<file path="src/rtl/core/tsor_pkg.sv">
`timescale 1ns / 1ps
`default_nettype none
package tsor_pkg;

    localparam int TABLE_ENTRIES = 64;
    localparam int IDX_W = $clog2(TABLE_ENTRIES);
    localparam int CNT_W = $clog2(TABLE_ENTRIES + 1);

    localparam logic [1:0] CMD_PKT  = 2'd0;
    localparam logic [1:0] CMD_CKPT = 2'd1;
    localparam logic [1:0] CMD_FAIL = 2'd2;

    localparam logic [7:0] FL_FIN = 8'h01;
    localparam logic [7:0] FL_SYN = 8'h02;
    localparam logic [7:0] FL_ACK = 8'h10;
    localparam logic [7:0] FL_SA  = FL_ACK | FL_SYN;
    localparam logic [7:0] FL_AF  = FL_ACK | FL_FIN;

    localparam logic [2:0] PH_CLOSED       = 3'd0;
    localparam logic [2:0] PH_SYN_SENT     = 3'd1;
    localparam logic [2:0] PH_SYN_RECEIVED = 3'd2;
    localparam logic [2:0] PH_ESTABLISHED  = 3'd3;
    localparam logic [2:0] PH_CLOSE_WAIT   = 3'd4;
    localparam logic [2:0] PH_FIN_WAIT_1   = 3'd5;
    localparam logic [2:0] PH_LAST_ACK     = 3'd6;

    typedef struct packed {
        logic [1:0]  cmd;
        logic        from_primary;
        logic [7:0]  tcp_flags;
        logic [31:0] seq_number;
        logic [31:0] ack_number;
        logic [31:0] src_addr;
        logic [31:0] dst_addr;
        logic [15:0] src_port;
        logic [15:0] dst_port;
    } tsor_in_t;

    typedef struct packed {
        logic [31:0] out_seq;
        logic [31:0] out_ack;
        logic        csum_redo;
        logic        untracked;
        logic        table_full;
        logic        failover_on;
    } tsor_out_t;

    // classified request handed from front to back
    typedef struct packed {
        logic [1:0]  cmd;
        logic        prim;
        logic [7:0]  flags;
        logic [31:0] seq;
        logic [31:0] ack;
        logic [63:0] kaddr;
        logic [31:0] kport;
    } tsor_req_t;

endpackage
`default_nettype wire

</file>
<file path="src/rtl/core/tsor_front.sv">
`timescale 1ns / 1ps
`default_nettype none
module tsor_front (
    input  wire logic               clk,
    input  wire logic               rst_n,
    input  wire tsor_pkg::tsor_in_t in_data,
    input  wire logic               in_valid,
    output logic                    in_ready,
    output tsor_pkg::tsor_req_t     q_data,
    output logic                    q_valid,
    input  wire logic               q_ready
);
    import tsor_pkg::*;

    tsor_req_t req_c;
    tsor_req_t slot_reg [2];
    logic [1:0] cnt_reg, cnt_next;
    logic       wp_reg, rp_reg;
    logic       push, pop;

    // form the connection key
    always_comb
    begin
        req_c.cmd   = in_data.cmd;
        req_c.prim  = in_data.from_primary;
        req_c.flags = in_data.tcp_flags;
        req_c.seq   = in_data.seq_number;
        req_c.ack   = in_data.ack_number;
        if (in_data.from_primary)
        begin
            req_c.kaddr = {in_data.dst_addr, in_data.src_addr};
            req_c.kport = {in_data.dst_port, in_data.src_port};
        end
        else
        begin
            req_c.kaddr = {in_data.src_addr, in_data.dst_addr};
            req_c.kport = {in_data.src_port, in_data.dst_port};
        end
    end

    assign in_ready = (cnt_reg != 2'd2);
    assign push     = in_valid && in_ready;
    assign q_valid  = (cnt_reg != 2'd0);
    assign pop      = q_valid && q_ready;
    assign q_data   = slot_reg[rp_reg];

    always_comb
    begin
        cnt_next = cnt_reg;
        if (push && !pop)
        begin
            cnt_next = cnt_reg + 2'd1;
        end
        else if (pop && !push)
        begin
            cnt_next = cnt_reg - 2'd1;
        end
    end

    // two-entry queue between front and back
    always_ff @(posedge clk or negedge rst_n)
    begin
        if (!rst_n)
        begin
            cnt_reg <= 2'd0;
            wp_reg  <= 1'b0;
            rp_reg  <= 1'b0;
        end
        else
        begin
            cnt_reg <= cnt_next;
            if (push)
            begin
                wp_reg <= ~wp_reg;
            end
            if (pop)
            begin
                rp_reg <= ~rp_reg;
            end
        end
    end

    always_ff @(posedge clk)
    begin
        if (push)
        begin
            slot_reg[wp_reg] <= req_c;
        end
    end
endmodule
`default_nettype wire

</file>
<file path="config.mk">
export PLATFORM = sky130hd
export DESIGN_NAME = tsor_front
export DESIGN_NICKNAME = d
export VERILOG_FILES = /design/src/rtl/core/tsor_pkg.sv /design/src/rtl/core/tsor_front.sv
export SDC_FILE = /design/constraint.sdc
export NUM_CORES = 1
export LEC_CHECK = 0
export ABC_CLOCK_PERIOD_IN_PS = 27100
export BUFFER_PORTS_ARGS = -buffer_cell sky130_fd_sc_hd__buf_2
export CAP_MARGIN = 40
export CORE_MARGIN = 4
export CORE_UTILIZATION = 57
export DETAILED_ROUTE_END_ITERATION = 8
export PLACE_DENSITY = 0.85
export SLEW_MARGIN = 25
export SYNTH_ARGS = -nofsm -noshare
export SYNTH_HDL_FRONTEND = slang
export SYNTH_SLANG_ARGS = --single-unit
export TNS_END_PERCENT = 20
</file>
<file path="constraint.sdc">
create_clock -name clk -period 27.1 [get_ports clk]
set_clock_uncertainty 0.15 [all_clocks]
set_input_delay 1.355 -clock clk [delete_from_list [all_inputs] [get_ports clk]]
set_output_delay 1.355 -clock clk [all_outputs]
set_load 0.01 [all_outputs]
</file>
### Word-level counts from Yosys, hierarchy flattened

Memory sizes are Yosys's and may differ from the RTL's.
Index checks and enable logic that the tools add are counted.

| storage, ports and cells | value |
|---|---|
| word-level logic and storage cells | 22 |
| input bits | 175 |
| bits in registers | 4 |
| memories | 1 |
| output and inout bits | 173 |
| memory bits (writable) | 342 |

Memory list:

| memory | words | bits a word | rd ports | clocked after Yosys merged registers in | wr ports | RTL line | RTL |
|---|---|---|---|---|---|---|---|
| slot_reg | 2 | 171 | 1 | 0 | 1 | tsor_front.sv:16 | `tsor_req_t slot_reg [2];` |

| operators by class | value |
|---|---|
| reductions and logical operators | 8 |
| bitwise operators | 2 |
| add/sub/neg operators | 2 |
| multiplexer cells | 5 |
| equal/unequal tests | 1 |

Operator list:

| cell | count |
|---|---|
| $mux W96 | 1 |
| $logic_and A1 B1 Y1 | 4 |
| $mux W2 | 2 |
| $reduce_bool A2 Y1 | 2 |
| $add A2 B1 Y2 const B | 1 |
| $logic_not A1 Y1 | 2 |
| $mux W1 | 2 |
| $ne A2 B2 Y1 const B | 1 |
| $not A1 Y1 | 2 |
| $sub A2 B1 Y2 const B | 1 |

### Logic depth before layout (Yosys ltp)

| depth | value |
|---|---|
| depth after elaboration | 6 |
| depth in mapped cells | 7 |
| gate-level depth less buffers | 7 |

### Least setup slack after synthesis

No wires, ideal clock.

| path | value |
|---|---|
| kind | input -> register |
| from | in in_valid |
| to | mem slot_reg[0][0] in the netlist's numbering, enable pin |
| buffers on the path | 0 |
| stages on the path | 2 |
| data required time | 26.246 ns |
| arrival | 8.540 ns |
| library setup time | 0.704 ns |
| setup slack | 17.705 ns |
| cell sequence | nand2_1 > nor2_1 |

| between the ends | value |
|---|---|
| cells in the longest elaborated chain, start to end | 3 |

RTL lines:

| item | RTL line | RTL |
|---|---|---|
| start, declared | tsor_front.sv:7 | `input wire logic in_valid,` |
| $logic_and A1 B1 Y1 | tsor_front.sv:42 | `assign push = in_valid && in_ready;` |
| $mux W1 | tsor_front.sv:85 | `if (push)` |
| $mux W1 (implied by the code) | tsor_front.sv:87 | `slot_reg[wp_reg] <= req_c;` |
| end, declared | tsor_front.sv:16 |  |

Every way passes these cells.

==> impl_metrics.yaml <==
outcome:
  status: "completed"
timing:
  slew_headroom: 0.5794
  fin_tns_setup_ps: 0
  drv_slew: 0
  min_period_over_period: 0.1818
  worstMarginPinSlew_ps: 630.9
  setup_viol: 0
  hold_violations: 0
  max_freq_mhz: 203.0
  fin_crit_ps: 4926
  rsz0062_at_grt: "no"
global_routing:
  gr-total-overflow: 0
  grt_pass1_wl_um: 42950
  grt_pass1_vias: 7790
  antenna_found_initial: 9
  grt_use_total: 0.2068
  grt_max_degree: 60
drt:
  wl_met2_um: 15090
  num_vias: 7421
  wl_um: 29720
  top_layer_used: "met5"
  drt-initial-drc-count: 461
  viasPerCell: 5.374
  firstDrtPassIters: 5
  ant_nets: 0
  drc: 0
  drt-met1-wl_um: 11040
  met3_length_um: 3040
  wl_per_cell_um: 21.52
placement:
  portBuffers: 347
  gp_congestion: 0.7736
  place_inst: 1313
  dp_hpwl_um: 20350
  place_area_um2: 16260
logic_synthesis:
  syn-cell-area_um2: 14110
  synth.distinct_cells: 15
  synth_cells: 657
  syn-num-nets: 833
  seq_area_frac_synth: 0.7349
  ys_ff_latch: 346
  synth_area_per_cell_um2: 21.48
  yosys_warnings: 0
clock_network:
  cts_hold_buffers: 0
  htree_levels: 2
  clock_latency_ps: 490
  cts_tree: "yes"
  cts.sinks: 346
  postCtsSetupRepairBufs: 0
  cts-resized-gates: 0
  clock-root-buffer: "clkbuf_16"
  clk_pin_slew_ps: 60
  cts_max_path_buffers: 3
  cts_buffers: 36
hold_path:
  hold_class: "register to register"
  min_path_cells: 1
power:
  power_density_nw_per_um2: 105.3
  ir_drop_uv: 109.3
  power_leakage_nw: 6.818
layout:
  postLayoutCellArea_um2: 17460
  fillers: 1448
  layout.cells.non_filler: 1381
  area_growth_pct: 23.70
  fin_util: 0.7178
  fin_nets: 1204
  largest_reg_flops: 342
  drive_above_1_share: 0.6464
critical_path:
  worstSetupStartpoint: "rp_reg"
  cp.required_ps: 25600
  regToRegSetupSlack_ps: 24500
  critical_path_class: "register to output port"
  r2r_end: "slot_reg[0][52]"
  endpoint_kind: "output port"
  timing.rr.start: "cnt_reg[0]"
  crit_path_start_kind: "register"
  cp_max_fo: 54
  rr_worst_depth: 6
  endpoint: "q_data[8]"
  critical_path_arrival_ps: 3420
floorplanning:
  core_area_um2: 24320
  die_y_um: 165.3
  start_util: 0.5802
  ios: 348
  dieArea_um2: 27340
  die_x_um: 165.3
  rows: 57
job:
  maxCapViolations: 0
[power breakdown]
| group | total [mW] | switching (mW) | leakage [nW] | internal (mW) |
|---|---|---|---|---|
| registers | 0.779 | 0.0429 | 3.22 | 0.736 |
| clock network | 0.482 | 0.186 | 0.560 | 0.297 |
| logic | 0.576 | 0.294 | 3.04 | 0.282 |
| total | 1.84 | 0.523 | 6.82 | 1.31 |
[cell usage in the layout, fill, tap and decap left out, drive strengths merged, types with 2 or more instances in the layout]
cell | synthesis | final
edfxtp | 342 | 342
diode | 0 | 5
buf | 30 | 363
xnor2 | 3 | 3
clkbuf | 0 | 46
xor2 | 2 | 2
bufinv | 0 | 5
mux2 | 267 | 267
nand2 | 2 | 2
clkinv | 0 | 10
nor2 | 2 | 2
dfrtp | 4 | 4
[worst min path at each step]
stage | start | endpoint | slack [ps]
5_1_grt | cnt_reg[1] | cnt_reg[1] | 420
6_report | cnt_reg[0] | cnt_reg[0] | 380
2_1_floorplan | cnt_reg[1] | cnt_reg[1] | 310
3_5_place_dp | cnt_reg[0] | cnt_reg[0] | 370
4_1_cts | cnt_reg[0] | cnt_reg[0] | 390
3_3_place_gp | cnt_reg[1] | cnt_reg[1] | 330
[critical path, cell delays in order, from the launching register on]
cell     delay (ps)
dfrtp_4         710
buf_16          300
buf_4           450
buf_12          300
buf_4           250
buf_16          280
mux2_2          400
buf_2           140
[metal layers]
metal | vias up | GRT usage
met4 | 8 | 0.05662
met2 | 346 | 0.3614
met1 | 3654 | 0.2473
li1 | 3365 | -
met3 | 48 | 0.06850
met5 | - | 0
[layout make-up]
cell class	count	area (um^2)	share of cell area
Sequential cell	346	10370	0.5943
Tap cell	324	405.4	0.02322
Timing Repair Buffer	363	2002	0.1147
Clock inverter	16	198.9	0.01140
Clock buffer	46	959.7	0.05498
Multi-Input combinational cell	280	3500	0.2005
Antenna cell	5	12.51	0.0007168
Inverter	1	3.754	0.0002150
[logic make-up after synthesis]
family,Yosys count,synth area share
adder cells (fa/ha/maj),1,0.0008865
multiplexers,267,0.2407
AND/OR/NAND/NOR,7,0.002395
flip-flops,346,0.7349
buffers and inverters,31,0.01800
XOR/XNOR,5,0.003104
[through the flow]
| stage | hold slack (ps) | setup WS [ps] | power, mW |
|---|---|---|---|
| finish | 384.2 | 22170 | 1.837 |
| floorplan | 305.9 | 17710 | 1.180 |
| global placement | 334.4 | 22160 | 1.331 |
| global route | 419.7 | 22050 | 1.922 |
| detailed placement | 369.1 | 22430 | 1.363 |
| CTS | 389.3 | 21900 | 1.852 |
[synth_stat cells]
cell / instances / area (um^2)
edfxtp_1: 342 / 10270
buf_2: 14 / 70.07
xnor2_1: 3 / 26.28
buf_6: 16 / 180.2
and3_1: 1 / 6.260
xor2_1: 2 / 17.52
ha_1: 1 / 12.51
nand2b_1: 1 / 6.260
or2_2: 1 / 6.260
mux2_4: 104 / 1562
nand2_1: 2 / 7.510
mux2_2: 163 / 1836
inv_1: 1 / 3.750
dfrtp_1: 4 / 100.1
nor2_1: 2 / 7.510
(Power assumes the default switching activity.)
